## src/hdl/lr_pkg.sv

```systemverilog
`timescale 1ns / 1ps
// Shared types and constants for the line rasterizer.
// Used by lr_ctrl, lr_datapath and line_rasterizer; depends on nothing.

package lr_pkg;

    localparam int COORD_BITS_DEF = 6;
    localparam int COLOR_BITS_DEF = 32;

    // Longest line the block will draw; a longer one is cut at this pixel.
    localparam int MAX_PIXELS = 64;
    localparam int CNT_W      = $clog2(MAX_PIXELS);

    typedef enum logic
    {
        ST_IDLE,
        ST_DRAW
    } lr_state_t;

    typedef struct packed
    {
        logic load;
        logic step;
    } lr_cmd_t;

    typedef struct packed
    {
        logic stop;
    } lr_status_t;

endpackage

```

## src/hdl/line_rasterizer.sv

```systemverilog
`timescale 1ns / 1ps
// Top level of the line rasterizer: joins the controller and the datapath.
// Depends on lr_pkg, lr_ctrl and lr_datapath.

// A line command (start point, end point, color) is taken while the block is
// idle, and the pixels of the line then come out one word per cycle, in order
// from the start point, each carrying the command's color; the final word has
// last_pixel set. The command is loaded first, and each pixel then steps through
// the error-step register of the datapath. A stalled output pauses the stepping,
// and the next command may be taken while the final pixel still waits in the
// output register.

module line_rasterizer
#(
    parameter int COORD_BITS = lr_pkg::COORD_BITS_DEF,
    parameter int COLOR_BITS = lr_pkg::COLOR_BITS_DEF
)
(
    input  logic                  clk,
    input  logic                  rst_n,
    input  logic                  in_valid,
    output logic                  in_ready,
    input  logic [COORD_BITS-1:0] start_x,
    input  logic [COORD_BITS-1:0] start_y,
    input  logic [COORD_BITS-1:0] end_x,
    input  logic [COORD_BITS-1:0] end_y,
    input  logic [COLOR_BITS-1:0] line_color,
    output logic                  out_valid,
    input  logic                  out_ready,
    output logic [COORD_BITS-1:0] pixel_x,
    output logic [COORD_BITS-1:0] pixel_y,
    output logic [COLOR_BITS-1:0] pixel_color,
    output logic                  last_pixel
);

    lr_pkg::lr_cmd_t    cmd;
    lr_pkg::lr_status_t status;

    lr_ctrl u_ctrl
    (
        .clk       (clk),
        .rst_n     (rst_n),
        .in_valid  (in_valid),
        .in_ready  (in_ready),
        .out_valid (out_valid),
        .out_ready (out_ready),
        .cmd       (cmd),
        .status    (status)
    );

    lr_datapath
    #(
        .COORD_BITS (COORD_BITS),
        .COLOR_BITS (COLOR_BITS)
    )
    u_datapath
    (
        .clk         (clk),
        .rst_n       (rst_n),
        .cmd         (cmd),
        .status      (status),
        .start_x     (start_x),
        .start_y     (start_y),
        .end_x       (end_x),
        .end_y       (end_y),
        .line_color  (line_color),
        .pixel_x     (pixel_x),
        .pixel_y     (pixel_y),
        .pixel_color (pixel_color),
        .last_pixel  (last_pixel)
    );

endmodule

```

## src/hdl/lr_ctrl.sv

```systemverilog
`timescale 1ns / 1ps
// Controller for the line rasterizer: command acceptance, pixel emission and
// output valid tracking. Depends on lr_pkg.

module lr_ctrl
(
    input  logic               clk,
    input  logic               rst_n,
    input  logic               in_valid,
    output logic               in_ready,
    output logic               out_valid,
    input  logic               out_ready,
    output lr_pkg::lr_cmd_t    cmd,
    input  lr_pkg::lr_status_t status
);

    lr_pkg::lr_state_t state_reg;
    lr_pkg::lr_state_t state_next;
    logic              out_valid_reg;
    logic              out_valid_next;
    logic              slot_free;

    assign slot_free = !out_valid_reg || out_ready;

    always_comb
    begin
        state_next = state_reg;
        unique case (state_reg)
            lr_pkg::ST_IDLE:
            begin
                if (in_valid)
                begin
                    state_next = lr_pkg::ST_DRAW;
                end
            end
            lr_pkg::ST_DRAW:
            begin
                if (slot_free && status.stop)
                begin
                    state_next = lr_pkg::ST_IDLE;
                end
            end
            default:
            begin
                state_next = lr_pkg::ST_IDLE;
            end
        endcase
    end

    always_comb
    begin
        cmd.load = 1'b0;
        cmd.step = 1'b0;
        in_ready = 1'b0;
        unique case (state_reg)
            lr_pkg::ST_IDLE:
            begin
                in_ready = 1'b1;
                cmd.load = in_valid;
            end
            lr_pkg::ST_DRAW:
            begin
                cmd.step = slot_free;
            end
            default:
            begin
                in_ready = 1'b0;
            end
        endcase
    end

    // A word leaves the output register when taken; a new pixel refills it.
    always_comb
    begin
        out_valid_next = out_valid_reg;
        if (cmd.step)
        begin
            out_valid_next = 1'b1;
        end
        else if (out_ready)
        begin
            out_valid_next = 1'b0;
        end
    end

    always_ff @(posedge clk or negedge rst_n)
    begin
        if (!rst_n)
        begin
            state_reg     <= lr_pkg::ST_IDLE;
            out_valid_reg <= 1'b0;
        end
        else
        begin
            state_reg     <= state_next;
            out_valid_reg <= out_valid_next;
        end
    end

    assign out_valid = out_valid_reg;

    a_load_starts_draw: assert property (@(posedge clk) disable iff (!rst_n)
        cmd.load |=> state_reg == lr_pkg::ST_DRAW)
        else $error("load did not start a line");

    a_last_ends_draw: assert property (@(posedge clk) disable iff (!rst_n)
        (cmd.step && status.stop) |=> (state_reg == lr_pkg::ST_IDLE && out_valid_reg))
        else $error("final pixel did not return to idle");

    a_draw_holds: assert property (@(posedge clk) disable iff (!rst_n)
        (state_reg == lr_pkg::ST_DRAW && !(cmd.step && status.stop))
            |=> state_reg == lr_pkg::ST_DRAW)
        else $error("line ended without a final pixel");

endmodule

```

## src/hdl/lr_datapath.sv

```systemverilog
`timescale 1ns / 1ps
// Datapath of the line rasterizer: Bresenham error stepping, pixel counter
// and the output word register. Depends on lr_pkg.

module lr_datapath
#(
    parameter int COORD_BITS = lr_pkg::COORD_BITS_DEF,
    parameter int COLOR_BITS = lr_pkg::COLOR_BITS_DEF
)
(
    input  logic                  clk,
    input  logic                  rst_n,
    input  lr_pkg::lr_cmd_t       cmd,
    output lr_pkg::lr_status_t    status,
    input  logic [COORD_BITS-1:0] start_x,
    input  logic [COORD_BITS-1:0] start_y,
    input  logic [COORD_BITS-1:0] end_x,
    input  logic [COORD_BITS-1:0] end_y,
    input  logic [COLOR_BITS-1:0] line_color,
    output logic [COORD_BITS-1:0] pixel_x,
    output logic [COORD_BITS-1:0] pixel_y,
    output logic [COLOR_BITS-1:0] pixel_color,
    output logic                  last_pixel
);

    localparam int DX_W  = COORD_BITS + 1;
    localparam int DY_W  = COORD_BITS + 2;
    localparam int ERR_W = COORD_BITS + 3;
    localparam int E2_W  = COORD_BITS + 4;

    logic [COORD_BITS-1:0]   cur_x_reg;
    logic [COORD_BITS-1:0]   cur_y_reg;
    logic [COORD_BITS-1:0]   target_x_reg;
    logic [COORD_BITS-1:0]   target_y_reg;
    logic signed [ERR_W-1:0] err_reg;
    logic signed [DX_W-1:0]  delta_x_reg;
    logic signed [DY_W-1:0]  delta_y_neg_reg;
    logic                    step_x_neg_reg;
    logic                    step_y_neg_reg;
    logic [COLOR_BITS-1:0]   color_reg;
    logic [lr_pkg::CNT_W-1:0] count_reg;

    logic [COORD_BITS-1:0]   pix_x_reg;
    logic [COORD_BITS-1:0]   pix_y_reg;
    logic [COLOR_BITS-1:0]   pix_color_reg;
    logic                    pix_last_reg;

    logic [COORD_BITS-1:0]   diff_x;
    logic [COORD_BITS-1:0]   diff_y;
    logic signed [DX_W-1:0]  load_dx;
    logic signed [DY_W-1:0]  load_dy_neg;
    logic signed [E2_W-1:0]  e2;
    logic                    move_x;
    logic                    move_y;
    logic                    x_done;
    logic                    y_done;
    logic                    stop;
    logic signed [ERR_W-1:0] err_next;
    logic [COORD_BITS-1:0]   cur_x_next;
    logic [COORD_BITS-1:0]   cur_y_next;

    assign diff_x      = (end_x >= start_x) ? (end_x - start_x) : (start_x - end_x);
    assign diff_y      = (end_y >= start_y) ? (end_y - start_y) : (start_y - end_y);
    assign load_dx     = $signed({1'b0, diff_x});
    assign load_dy_neg = -$signed({2'b00, diff_y});

    assign e2     = $signed({err_reg, 1'b0});
    assign move_x = e2 >= E2_W'(delta_y_neg_reg);
    assign move_y = e2 <= E2_W'(delta_x_reg);
    assign x_done = cur_x_reg == target_x_reg;
    assign y_done = cur_y_reg == target_y_reg;

    // The line ends at the end point, or when a step would run along an axis
    // that has already arrived, or when the pixel cap is hit.
    assign stop = (x_done && y_done) || (move_x && x_done) || (move_y && y_done)
                  || (count_reg == lr_pkg::CNT_W'(lr_pkg::MAX_PIXELS - 1));

    assign status.stop = stop;

    always_comb
    begin
        err_next   = err_reg;
        cur_x_next = cur_x_reg;
        cur_y_next = cur_y_reg;
        if (move_x)
        begin
            cur_x_next = step_x_neg_reg ? (cur_x_reg - 1'b1) : (cur_x_reg + 1'b1);
        end
        if (move_y)
        begin
            cur_y_next = step_y_neg_reg ? (cur_y_reg - 1'b1) : (cur_y_reg + 1'b1);
        end
        err_next = err_reg + (move_x ? ERR_W'(delta_y_neg_reg) : ERR_W'(0))
                           + (move_y ? ERR_W'(delta_x_reg) : ERR_W'(0));
    end

    always_ff @(posedge clk or negedge rst_n)
    begin
        if (!rst_n)
        begin
            cur_x_reg       <= '0;
            cur_y_reg       <= '0;
            target_x_reg    <= '0;
            target_y_reg    <= '0;
            color_reg       <= '0;
            delta_x_reg     <= '0;
            delta_y_neg_reg <= '0;
            step_x_neg_reg  <= 1'b0;
            step_y_neg_reg  <= 1'b0;
            err_reg         <= '0;
            pix_x_reg       <= '0;
            pix_y_reg       <= '0;
            pix_color_reg   <= '0;
            pix_last_reg    <= 1'b0;
        end
        else
        begin
            if (cmd.load)
            begin
                cur_x_reg       <= start_x;
                cur_y_reg       <= start_y;
                target_x_reg    <= end_x;
                target_y_reg    <= end_y;
                color_reg       <= line_color;
                delta_x_reg     <= load_dx;
                delta_y_neg_reg <= load_dy_neg;
                step_x_neg_reg  <= !(start_x < end_x);
                step_y_neg_reg  <= !(start_y < end_y);
                err_reg         <= ERR_W'(load_dx) + ERR_W'(load_dy_neg);
            end
            else if (cmd.step)
            begin
                cur_x_reg <= cur_x_next;
                cur_y_reg <= cur_y_next;
                err_reg   <= err_next;
            end
            if (cmd.step)
            begin
                pix_x_reg     <= cur_x_reg;
                pix_y_reg     <= cur_y_reg;
                pix_color_reg <= color_reg;
                pix_last_reg  <= stop;
            end
        end
    end

    always_ff @(posedge clk or negedge rst_n)
    begin
        if (!rst_n)
        begin
            count_reg <= '0;
        end
        else if (cmd.load)
        begin
            count_reg <= '0;
        end
        else if (cmd.step && !stop)
        begin
            count_reg <= count_reg + 1'b1;
        end
    end

    assign pixel_x     = pix_x_reg;
    assign pixel_y     = pix_y_reg;
    assign pixel_color = pix_color_reg;
    assign last_pixel  = pix_last_reg;

endmodule
```

## config.mk

```make
export PLATFORM = sky130hd
export DESIGN_NAME = line_rasterizer
export DESIGN_NICKNAME = d
export VERILOG_FILES = /design/src/hdl/lr_pkg.sv /design/src/hdl/line_rasterizer.sv /design/src/hdl/lr_ctrl.sv /design/src/hdl/lr_datapath.sv
export SDC_FILE = /design/constraint.sdc
export NUM_CORES = 1
export LEC_CHECK = 0
export BUFFER_PORTS_ARGS = -buffer_cell sky130_fd_sc_hd__buf_2
export CAP_MARGIN = 30
export CELL_PAD_IN_SITES_DETAIL_PLACEMENT = 0
export CELL_PAD_IN_SITES_GLOBAL_PLACEMENT = 1
export CORE_MARGIN = 10
export CORE_UTILIZATION = 40
export DETAILED_ROUTE_END_ITERATION = 7
export PLACE_DENSITY_LB_ADDON = 0.1
export SLEW_MARGIN = 20
export SYNTH_ARGS = -nofsm -noshare
export SYNTH_HDL_FRONTEND = slang
export SYNTH_SLANG_ARGS = --single-unit
```

## constraint.sdc

```tcl
create_clock -name clk -period 4.2 [get_ports clk]
set_clock_uncertainty 0.1 [all_clocks]
set_input_delay 0.63 -clock clk [delete_from_list [all_inputs] [get_ports clk]]
set_output_delay 0.63 -clock clk [all_outputs]
set_load 0.01 [all_outputs]
```

After elaboration in Yosys (flattened, before gate mapping)
Index checks and enable logic that the tools add are counted.
- output and inout port bits: 47
- word-level logic and storage cells: 84
- input bits: 60
- flip-flop bits (word level): 134
- mux-type cells: 24
- $add $sub $neg: 13
- order comparisons: 6
- bitwise gates (word level): 1
- reductions and logical operators: 20
- equal/unequal tests: 3
- operators by type and width (kind ; number):
    two-way mux 6 bit ; 13
    two-way mux 9 bit ; 3
    subtractor 6 bit ; 4
    adder 6 x 1 -> 6 bit (second input constant) ; 3
    adder 9 bit ; 2
    == test 6 bit ; 2
    greater-or-equal comparator 6 bit ; 2
    < comparator 6 bit ; 2
    subtractor 6 x 1 -> 6 bit (second input constant) ; 2
    greater-or-equal comparator 10 x 8 -> 1 bit ; 1
    <= comparator 10 x 7 -> 1 bit ; 1
    nonzero test 2 bit ; 5
    adder 7 x 8 -> 9 bit ; 1
    negator 6 -> 8 bit ; 1
    two-way mux 1 bit ; 7
    == test 6 bit (second input constant) ; 1
    logical AND 1 bit ; 5
    zero test 1 bit ; 4
    logical OR 1 bit ; 4
    AND reduction 2 bit ; 2
    case mux 1 bit (2 select lines) ; 1
    NOT 1 bit ; 1

Depth between registers and ports, before layout
Gate-level depths: netlist (run 1).
- word-level depth: 9
- gate-level depth with buffers: 21

Hierarchy
Synthesis (run 1) repeated with hierarchy kept, for this count alone.
- cells, all modules: 730
- area, all modules: 7958.9 µm²
- by module, submodules not included (module ; times used ; cells each ; sequential area each (µm²) ; area each (µm²)):
    lr_datapath ; 1 ; 720 ; 3303.2 ; 7856.3
    lr_ctrl ; 1 ; 10 ; 50.0 ; 102.6

Worst setup path before layout (run 1)
No wires, ideal clock.
- kind: input -> register
- start point: input port end_y[0]
- end point: register u_datapath.err_reg[7]
- cell stages on the path: 19
- arrival: 4.329 ns
- slack: -0.352 ns
- setup time: 0.124 ns
- path through: inv_1 > ha_1 > inv_1 > fa_1 > a21o_1 > a221o_1 > a21oi_2 > mux2i_1 > ha_1 > clkbuf_1 > xnor2_1 > ha_1 > a21oi_1 > o21bai_1 > a21oi_1 > nor2b_1 > nor3_1 > and4b_1 > a211o_1
- word-level cells in the longest chain between the ends: 5
- RTL lines (element ; line ; RTL):
    start, declared ; line_rasterizer.sv:26 ; input logic [COORD_BITS-1:0] end_y,
    subtractor 6 bit / greater-or-equal comparator 6 bit (equally long branches) ; lr_datapath.sv:63 ; assign diff_y = (end_y >= start_y) ? (end_y - start_y) : (start_y - end_y);
    two-way mux 6 bit * ; lr_datapath.sv:63 ;
    negator 6 -> 8 bit * ; lr_datapath.sv:65 ; assign load_dy_neg = -$signed({2'b00, diff_y});
    net u_datapath.load_dy_neg[2] ; lr_datapath.sv:51 ; logic signed [DY_W-1:0] load_dy_neg;
    adder 7 x 8 -> 9 bit * ; lr_datapath.sv:129 ; err_reg <= ERR_W'(load_dx) + ERR_W'(load_dy_neg);
    two-way mux 9 bit * ; lr_datapath.sv:118 ; if (cmd.load)
    end signal, assigned ; lr_datapath.sv:129 ;
    end signal, assigned ; lr_datapath.sv:135 ; err_reg <= err_next;
    end, declared ; lr_datapath.sv:35 ; logic signed [ERR_W-1:0] err_reg;
The timed path passes the listed nets; every way through them passes the cells marked *.
A chain may end at the register's enable or synchronous reset.

Final worst setup path (run 1)
- start point: register u_datapath.err_reg[4]
- end point: register u_datapath.err_reg[7]
- word-level cells in the longest chain between the ends: 6
- RTL lines (element ; line ; RTL):
    greater-or-equal comparator 10 x 8 -> 1 bit ; lr_datapath.sv:68 ; assign move_x = e2 >= E2_W'(delta_y_neg_reg);
    two-way mux 9 bit ; lr_datapath.sv:93 ; err_next = err_reg + (move_x ? ERR_W'(delta_y_neg_reg) : ERR_W'(0))
    adder 9 bit ; lr_datapath.sv:93 ;
    adder 9 bit * ; lr_datapath.sv:94 ; + (move_y ? ERR_W'(delta_x_reg) : ERR_W'(0));
    two-way mux 9 bit * ; lr_datapath.sv:131 ; else if (cmd.step)
    two-way mux 9 bit * ; lr_datapath.sv:118 ;
Mark *: on every way between the ends. The rest lies on a longest branch, timed or not. The select of a mux whose other input is x is not followed.

==> results of run 1 <==
power breakdown:
part | internal [µW] | total, µW | switching, µW
sequential | 1900 | 2300 | 404
clock | 841 | 1490 | 651
combinational | 2480 | 5180 | 2690
total | 5220 | 8970 | 3750
final timing paths:
check | endpoint | cells past startpoint
setup / recovery | u_datapath.err_reg[7]$_DFFE_PN0P_ | 20
min in group clk | u_datapath.color_reg[6]$_DFFE_PN0P_ | 3
hold reg to reg | u_datapath.pixel_color[18]$_DFFE_PN0P_ | 2
hold / removal | u_datapath.err_reg[1]$_DFFE_PN0P_ | 1
setup reg to reg | u_datapath.err_reg[7]$_DFFE_PN0P_ | 20
max in group asynchronous | u_datapath.pixel_color[8]$_DFFE_PN0P_ | 2
layer usage:
metal | vias to the layer above | wire length, µm | GRT usage [%]
li1 | 3320 | - | -
met1 | 3141 | 10380 | 22.13
met2 | 131 | 9719 | 25.84
met3 | 22 | 920 | 4.346
met4 | 0 | 223 | 3.756
met5 | - | 0 | 0
layout by cell type, fill, tap and decap left out, drive strengths merged, types with 21 or more instances in the layout:
cell,n
ha,63
xor2,21
dfrtp,134
inv,92
o21ai,47
xnor2,23
nor2,26
buf,198
nand2,266
a21oi,37
per-stage QoR:
step	cell area, µm²	setup slack, ns	std cells
finish	10210	0.07863	1361
CTS	9891	0.02101	1349
detailed placement	9289	-0.3000	1317
floorplan	7954	-0.05816	902
global placement	9289	-0.2313	1317
global route	10210	-0.07370	1361
critical path: cells and delay by family (launching register included):
family	cells	cell delay (ns)
adder cells (fa/ha/maj)	4	1.29
AND/OR/NAND/NOR	5	0.84
buffers and inverters	3	0.26
flip-flops	1	0.45
AO/OA/AOI/OAI	8	1.10
repair_timing:
item                       4_1_cts  5_1_grt
resized for setup                4       42
setup endpoints to repair        2        3
buffers inserted                 0       12
pin swaps                        1       35
area by class of cell:
class                   instances  area share [%]
repair buffers                198           12.09
inverters                      84           3.212
flip-flops and latches        134           32.88
clock inverters                15           1.569
well taps                     265           3.248
clock buffers                  17           4.168
multi-input cells             648           42.84
cell families (layout without fill, tap and decap cells):
family / count (synthesis) / after routing / synth area share (%)
adder cells (fa/ha/maj): 77 / 77 / 13.54
flip-flops: 134 / 134 / 42.51
AO/OA/AOI/OAI: 160 / 160 / 12.70
AND/OR/NAND/NOR: 353 / 353 / 18.76
buffers and inverters: 120 / 314 / 5.741
XOR/XNOR: 44 / 44 / 4.885
multiplexers: 14 / 14 / 1.856
==> results_dict.tcl, run 1 <==
set metrics [dict create \
    status "completed" \
    required_ns 4.47 \
    power_density_nw_per_um2 878.6 \
    drv_cap 0 \
    grt_pass1_vias 6775 \
    cts_tree "built" \
    antennaDiodeCount 0 \
    hold_buffers 0 \
    synthCells 902 \
    path_class "flop to flop" \
    finalHoldViolCount 0 \
    grt-ovfl-total 0 \
    numCtsBuffers 17 \
    routed_wl_um 21240 \
    hold_class "input pin to async pin" \
    antenna_found_initial 0 \
    arrival_ns 4.39 \
    syn_to_final_growth_pct 29.39 \
    setup_viol 0 \
    ys_seq_area_share_pct 42.51 \
    synth_edf_count 0 \
    critPathSlowestCell "dfrtp_2" \
    crit_path_max_incr_delay_ns 0.45 \
    relSlewSlack_pct 41.37 \
    fmax_ghz 0.2426 \
    nFillCells 1905 \
    fin_nets 1220 \
    grt_pass1_wl_um 34840 \
    crit_fanout 5 \
    timing.hold.ws_ns 0.1516 \
    seqCellArea_um2 3356 \
    rows 51 \
    ir_worst_vdd_uv 354.8 \
    path_clk_slew_ns 0.07 \
    cp-start-kind "flop" \
    setup_tns_ns 0 \
    grt_usage_pct 16.43 \
    ys_ff_latch 134 \
    clock_sinks 134 \
    worstSetupStartpoint "u_datapath.err_reg[4]$_DFFE_PN0P_" \
    reg2reg_slack_ns 0.08 \
    synth_most_common_cell "nand2_1" \
    layout_min_cycle_time_ns 4.121 \
    syn_area_um2 7889 \
    drc 0 \
    ios 107 \
    die_area_um2 25740 \
    worst_slew_pin_slew_ns 0.8794 \
    r2r-start "u_datapath.err_reg[4]$_DFFE_PN0P_" \
    clk_latency_ns 0.42 \
    core_area_um2 19460 \
    place_congestion 0.8437 \
    critPathCaptureType "flop" \
    vias 6614 \
    synth_cell_types 49 \
    synth_area_leaders "dfrtp_1 (43%), nand2_1 (13%), ha_1 (10%)" \
    drt_first_pass_iters 4 \
    dpl.hpwl_um 15400 \
    drtIter0Drc 346 \
    async_flop_share_pct 100.0 \
    yosysWarnings 0 \
    grt_max_degree 91 \
    multi_input_area_um2 4373 \
    fin_util_pct 52.45 \
    avgSynthCellArea_um2 8.746 \
    io_buffers 106 \
    power_leakage_uw 0.005340 \
    yosys.area.top_type_share_pct 42.51 \
    syn-num-nets 1039 \
    initial_core_util_pct 40.53 \
    chipWidth_um 160.4 \
    cp_cell_sequence "ha_4 > and4_1 > o21ai_1 > a31o_2 > a31oi_4 > buf_6 > nand2_4 > fa_1 > inv_1 > ha_2 > inv_2 > fa_2 > nor2b_1 > o21ai_1 > nand2b_1 > a21o_1 > a21oi_2 > or3_4 > a31oi_4 > a211o_1" \
    rsz0062_at_grt "true" \
    yosys.area.top_type "dfrtp_1" \
    htree_levels 4 \
    wire_per_inst_um 15.61 \
    vias_per_cell 4.860 \
    synth_commonest_cells "nand2_1 (266), dfrtp_1 (134), inv_1 (84)" \
    ant_nets 0 \
    slew_viol_final 0 \
    fin_crit_sh_pct 98.13 \
    synth-main-ff-cell "dfrtp_1" \
    clock_path_buffers 2 \
    final_layout_size_suffix_gt1_share_pct 25.82 \
    root_buffer "clkbuf_16" \
    die_h_um 160.4 \
    finalPower_uw 8968 \
]
No activity file was read; power rests on OpenSTA's default activity.
==> run 2, diff against run 1 <==
--- a/config.mk
+++ b/config.mk
@@ -13,6 +13,7 @@
 export CORE_UTILIZATION = 40
 export DETAILED_ROUTE_END_ITERATION = 7
 export PLACE_DENSITY_LB_ADDON = 0.1
+export RECOVER_POWER = 100
 export SLEW_MARGIN = 20
 export SYNTH_ARGS = -nofsm -noshare
 export SYNTH_HDL_FRONTEND = slang
==> run 2 against run 1 <==
- the flow now finishes with violations (max-capacitance violations, max-slew violations)
- combinational power is 1% lower
- routed wire length hardly changed
- critical path depth is the same
- cell area shrank 0.76%
- flip-flop and latch count unchanged
- global-route usage stayed put
- largest cell class unchanged
==> results_dict.tcl, run 2 (synthesized netlist as in run 1, its figures left out) <==
set metrics [dict create \
    status "complete, but fails checks" \
    violations "max-capacitance violations, max-slew violations" \
    combPwrFrac_pct 57.4 \
    min_path_cells 3 \
    reg2regPathDepth 20 \
    internal_power_uw 5166 \
    cp_num_cells 20 \
    hold_class "input pin to flop" \
    rsz0062_at_grt "true" \
    rows 51 \
    ir_worst_vdd_uv 355.6 \
    seqPwrFrac_pct 25.9 \
    worst_slew_pin_slew_ns 2.333 \
    finalHoldViolCount 0 \
    syn_to_final_growth_pct 28.41 \
    die_h_um 160.4 \
    path_class "flop to flop" \
    crit_family "adder cells" \
    slew_viol_final 134 \
    dp_cells 1317 \
    drtIter0Drc 337 \
    core_area_um2 19460 \
    p_sw_share_pct 42.04 \
    required_ns 4.47 \
    die_area_um2 25740 \
    nFillCells 1929 \
    crit_fanout 5 \
    path_clk_slew_ns 0.07 \
    drv_cap 2 \
    io_buffers 106 \
    power_leakage_uw 0.005165 \
    fin_util_pct 52.05 \
    stdcell_count 1361 \
    antennaDiodeCount 0 \
    grt_pass1_vias 6775 \
    critPathSlowestCell "dfrtp_2" \
    htree_levels 4 \
    final_layout_size_suffix_gt1_share_pct 21.17 \
    grt_usage_pct 16.43 \
    mostFrequentLayoutCells "nand2_1 (263), dfrtp_1 (132), buf_4 (89), inv_1 (79), buf_2 (57)" \
    fin_crit_sh_pct 97.86 \
    worst-path-buf-inv 3 \
    p_switching_uw 3747 \
    fmax_ghz 0.2433 \
    layout_min_cycle_time_ns 4.110 \
    place_congestion 0.8437 \
    clk_latency_ns 0.42 \
    crit_path_max_incr_delay_ns 0.45 \
    ant_nets 0 \
    grt-ovfl-total 0 \
    cts_tree "built" \
    clock_path_buffers 2 \
    setup_viol 0 \
    grt_pass1_wl_um 34840 \
    final_common_cell "nand2_1" \
    finalPower_uw 8913 \
    p_clk_share_pct 16.7 \
    arrival_ns 4.38 \
    drc 0 \
    endpoint "u_datapath.err_reg[7]$_DFFE_PN0P_" \
    chipWidth_um 160.4 \
    dpl.hpwl_um 15400 \
    power_density_nw_per_um2 879.9 \
    ios 107 \
    initial_core_util_pct 40.53 \
    cp-start-kind "flop" \
    antenna_found_initial 0 \
    vias 6621 \
    reg2reg_slack_ns 0.09 \
    root_buffer "clkbuf_16" \
    grt_max_degree 91 \
    routed_wl_um 21240 \
    worstSetupStartpoint "u_datapath.err_reg[4]$_DFFE_PN0P_" \
    clock_sinks 134 \
    critPathCaptureType "flop" \
    r2r_end "u_datapath.err_reg[7]$_DFFE_PN0P_" \
    drt_first_pass_iters 4 \
    numCtsBuffers 17 \
    cp_cell_sequence "ha_4 > and4_1 > o21ai_1 > a31o_2 > a31oi_4 > buf_6 > nand2_4 > fa_1 > inv_1 > ha_2 > inv_2 > fa_2 > nor2b_1 > o21ai_1 > nand2b_1 > a21o_1 > a21oi_2 > or3_4 > a31oi_4 > a211o_1" \
    wire_per_inst_um 15.61 \
    r2r-start "u_datapath.err_reg[4]$_DFFE_PN0P_" \
    fin_nets 1220 \
    vias_per_cell 4.865 \
    relSlewSlack_pct -55.52 \
]
[run 2: cell types whose count changed in the layout (fill, tap and decap cells not counted)]
cell / before / now
clkbuf_1: 0 / 50
buf_2: 104 / 57
buf_4: 92 / 89
and2_0: 0 / 1
and2_2: 1 / 0
buf_6: 2 / 1
clkbuf_2: 0 / 1
[run 2: cell type report]
class,count,area (µm²),area share [%]
tap,265,331.6,3.273
multi-input combinational,648,4372,43.16
sequential,134,3356,33.13
clock buffer,17,425.4,4.200
clock inverter,15,160.2,1.581
inverter,84,327.8,3.236
timing repair buffer,198,1157,11.43
[run 2: worst min-delay path, stage by stage]
cell and delay [ns]:
buf_2 0.07, nand2_1 0.04, nand2_1 0.04
[run 2: what timing repair did]
item,4_1_cts,5_1_grt
gates resized for setup,4,42
hold buffers,0,0
endpoints found under the setup margin,2,3
pin swaps,1,35
setup buffers,0,12
[run 2: worst min-delay path by stage]
stage	slack, ns	start	to
6_report	0.29	line_color[6]	u_datapath.color_reg[6]$_DFFE_PN0P_
5_1_grt	0.28	line_color[31]	u_datapath.color_reg[31]$_DFFE_PN0P_
4_1_cts	0.22	rst_n	u_datapath.err_reg[0]$_DFFE_PN0P_
3_5_place_dp	0.35	u_datapath.color_reg[8]$_DFFE_PN0P_	u_datapath.pixel_color[8]$_DFFE_PN0P_
3_3_place_gp	0.35	u_datapath.color_reg[30]$_DFFE_PN0P_	u_datapath.pixel_color[30]$_DFFE_PN0P_
2_1_floorplan	0.23	rst_n	u_ctrl.out_valid$_DFFE_PN0P_
[run 2: metal layers]
layer | GRT usage [%] | vias to the layer above | wire length (µm)
met5 | 0 | - | 0
met4 | 3.756 | 0 | 223
met3 | 4.346 | 22 | 960
met2 | 25.84 | 134 | 9702
met1 | 22.13 | 3146 | 10360
li1 | - | 3319 | -
[run 2: power by group through the flow]
stage,sequential [µW],clock (µW),combinational (µW)
2_1_floorplan,2320,0,2900
5_1_grt,2390,1590,5750
3_5_place_dp,2310,0,4550
4_1_cts,2290,1530,4650
6_report,2310,1490,5110
3_3_place_gp,2310,0,4520
[run 2: through the flow]
stage	area (µm²)	setup TNS, ns	hold WS (ns)	setup slack [ns]
4_1_cts	9891	0	0.2179	0.02101
3_3_place_gp	9289	-0.4342	0.3479	-0.2313
3_5_place_dp	9289	-0.6062	0.3501	-0.3000
6_report	10130	0	0.2905	0.08979
5_1_grt	10130	-0.1521	0.2766	-0.07370
2_1_floorplan	7954	-0.05816	0.2344	-0.05816
==> run 3, diff against run 2 <==
--- a/config.mk
+++ b/config.mk
@@ -9,11 +9,12 @@
 export CAP_MARGIN = 30
 export CELL_PAD_IN_SITES_DETAIL_PLACEMENT = 0
 export CELL_PAD_IN_SITES_GLOBAL_PLACEMENT = 1
+export CORE_ASPECT_RATIO = 1.5
 export CORE_MARGIN = 10
 export CORE_UTILIZATION = 40
 export DETAILED_ROUTE_END_ITERATION = 7
 export PLACE_DENSITY_LB_ADDON = 0.1
-export RECOVER_POWER = 100
+export RECOVER_POWER = 50
 export SLEW_MARGIN = 20
 export SYNTH_ARGS = -nofsm -noshare
 export SYNTH_HDL_FRONTEND = slang
==> run 3 against run 2 <==
- cell area is 1.1% higher
- global-route usage up 0.34 points
- the flow finishes with violations (max-capacitance violations, max-slew violations, negative setup slack)
- flip-flop and latch count stayed put
==> results_dict.tcl, run 3 (synthesized netlist as in run 1, its figures left out) <==
set metrics [dict create \
    fin_crit_sh_pct 100.4 \
    crit_fanout 4 \
    vias_per_cell 4.831 \
    final_common_cell "nand2_1" \
    nFillCells 1850 \
    ir_worst_vdd_uv 485.4 \
    htree_levels 4 \
    cp-start-kind "flop" \
    status "complete, but fails checks" \
    finalHoldViolCount 0 \
    path_clk_slew_ns 0.07 \
    core_area_um2 19320 \
    final_layout_size_suffix_gt1_share_pct 24.95 \
    setup_ws_ns -0.01795 \
    wire_per_inst_um 15.62 \
    critPathCaptureType "flop" \
    grt_usage_pct 16.77 \
    numCtsBuffers 17 \
    grt_pass1_wl_um 34590 \
    relSlewSlack_pct -53.22 \
    power_density_nw_per_um2 896.2 \
    antenna_found_initial 0 \
    rows 62 \
    die_area_um2 25860 \
    clock_sinks 134 \
    setup_viol 1 \
    path_class "flop to flop" \
    chipWidth_um 134.7 \
    fmax_ghz 0.2371 \
    arrival_ns 4.40 \
    ios 107 \
    syn_to_final_growth_pct 29.75 \
    drv_cap 1 \
    mostFrequentLayoutCells "nand2_1 (260), dfrtp_1 (134), buf_2 (97), buf_4 (87), inv_1 (78)" \
    cpMostUsedCell "ha_4" \
    drc 0 \
    whs_endpoint "u_datapath.color_reg[10]$_DFFE_PN0P_" \
    initial_core_util_pct 40.84 \
    ant_nets 0 \
    layout_min_cycle_time_ns 4.218 \
    rsz0062_at_grt "true" \
    min_path_cells 3 \
    r2r-start "u_datapath.err_reg[4]$_DFFE_PN0P_" \
    setup_tns_ns -0.01795 \
    vias 6541 \
    reg2reg_slack_ns -0.02 \
    critPathSlowestCell "fa_1" \
    timing.hold.ws_ns 0.2904 \
    drtIter0Drc 244 \
    post-place-ws_ns -0.3004 \
    place_congestion 0.8754 \
    grt_pass1_vias 6865 \
    dpl.hpwl_um 16070 \
    required_ns 4.39 \
    cts_tree "built" \
    crit_family "compound AO/OA/AOI/OAI gates" \
    root_buffer "clkbuf_16" \
    post_dp_cell_area_um2 9353 \
    worst_slew_pin_slew_ns 2.298 \
    io_buffers 106 \
    hold_buffers 0 \
    worst-path-buf-inv 3 \
    slew_viol_final 89 \
    violations "max-capacitance violations, max-slew violations, negative setup slack" \
    crit_path_max_incr_delay_ns 0.54 \
    cp_cell_sequence "buf_6 > ha_4 > and4b_1 > nand3_2 > a31oi_1 > o21a_2 > nand2_2 > fa_1 > inv_2 > ha_4 > a21oi_4 > o211ai_1 > o41ai_2 > buf_4 > xor2_2 > and3_1 > o21ai_1 > xnor2_1 > o22ai_1" \
    routed_wl_um 21150 \
    clock_path_buffers 2 \
    reg2regPathDepth 19 \
    drt_first_pass_iters 4 \
    power_leakage_uw 0.005364 \
    die_h_um 192.0 \
    r2r_end "u_datapath.err_reg[8]$_DFFE_PN0P_" \
    fin_nets 1222 \
    grt-ovfl-total 0 \
    antennaDiodeCount 0 \
    grt_max_degree 89 \
    hold_class "input pin to flop" \
    hold_start "line_color[10]" \
    clk_latency_ns 0.43 \
    final_cell_area_um2 10240 \
]
==> run 3: cell types whose count changed in the layout (fill, tap and decap cells not counted), moves of 3 or more <==
cell / before / now
clkbuf_1: 50 / 10
bufinv_16: 1 / 4
a21oi_2: 6 / 3
nand2_1: 263 / 260
inv_8: 5 / 2
buf_6: 1 / 5
clkinvlp_4: 4 / 1
buf_2: 57 / 97
ha_4: 8 / 11
==> run 3: worst max path at each step <==
stage                                      start                                end  slack [ns]  cells past startpoint
2_1_floorplan                           end_y[0]  u_datapath.err_reg[7]$_DFFE_PN0P_       -0.06                     19
3_3_place_gp                            end_y[0]  u_datapath.err_reg[7]$_DFFE_PN0P_       -0.21                     21
3_5_place_dp                            end_y[0]  u_datapath.err_reg[7]$_DFFE_PN0P_       -0.30                     21
5_1_grt        u_datapath.err_reg[4]$_DFFE_PN0P_  u_datapath.err_reg[8]$_DFFE_PN0P_       -0.22                     19
6_report       u_datapath.err_reg[4]$_DFFE_PN0P_  u_datapath.err_reg[8]$_DFFE_PN0P_       -0.02                     19
4_1_cts        u_datapath.err_reg[2]$_DFFE_PN0P_  u_datapath.err_reg[8]$_DFFE_PN0P_        0.01                     20
==> run 3: tightest hold or removal path, stage by stage <==
cell and delay, ns:
buf_2 0.07, nand2_1 0.04, nand2_1 0.05
==> run 3: repair_timing <==
| action | 4_1_cts | 5_1_grt |
|---|---|---|
| endpoints found under the setup margin | 2 | 3 |
| setup buffers | 1 | 3 |
| resized for setup | 18 | 26 |
| pin swaps | 9 | 20 |
| cloned | 0 | 0 |
==> run 3: layer usage <==
layer  vias up  part of all wire, %  track usage (%)  routed length (µm)
li1       3324                    -                -                   -
met1      3085                   42            18.61                8815
met2       106                   53            30.47               11130
met3        26                  3.9            3.975                 834
met4         0                  1.7            5.709                 367
met5         -                    0                0                   0
==> run 3: metrics by stage <==
step	instances	total power (µW)	util, %
after floorplan	902	5224	-
after global placement	1318	6887	48.42
after detailed placement	1318	6940	48.42
after CTS	1351	8879	52.31
after global routing	1354	10010	52.99
final	1354	9173	52.99
==> run 3: layout make-up <==
| class | count | area [µm²] | share of cell area, % |
|---|---|---|---|
| Clock buffer | 17 | 425.4 | 4.156 |
| Tap cell | 256 | 320.3 | 3.129 |
| Inverter | 84 | 327.8 | 3.203 |
| Sequential cell | 134 | 3353 | 32.76 |
| Clock inverter | 15 | 216.5 | 2.115 |
| Multi-Input combinational cell | 648 | 4355 | 42.55 |
| Timing Repair Buffer | 200 | 1237 | 12.09 |
==> run 3: report_power, final <==
group	leakage [µW]	internal (µW)	switching, µW
registers	0.00166	1900	385
clock network	0.000313	1010	627
logic	0.00339	2570	2690
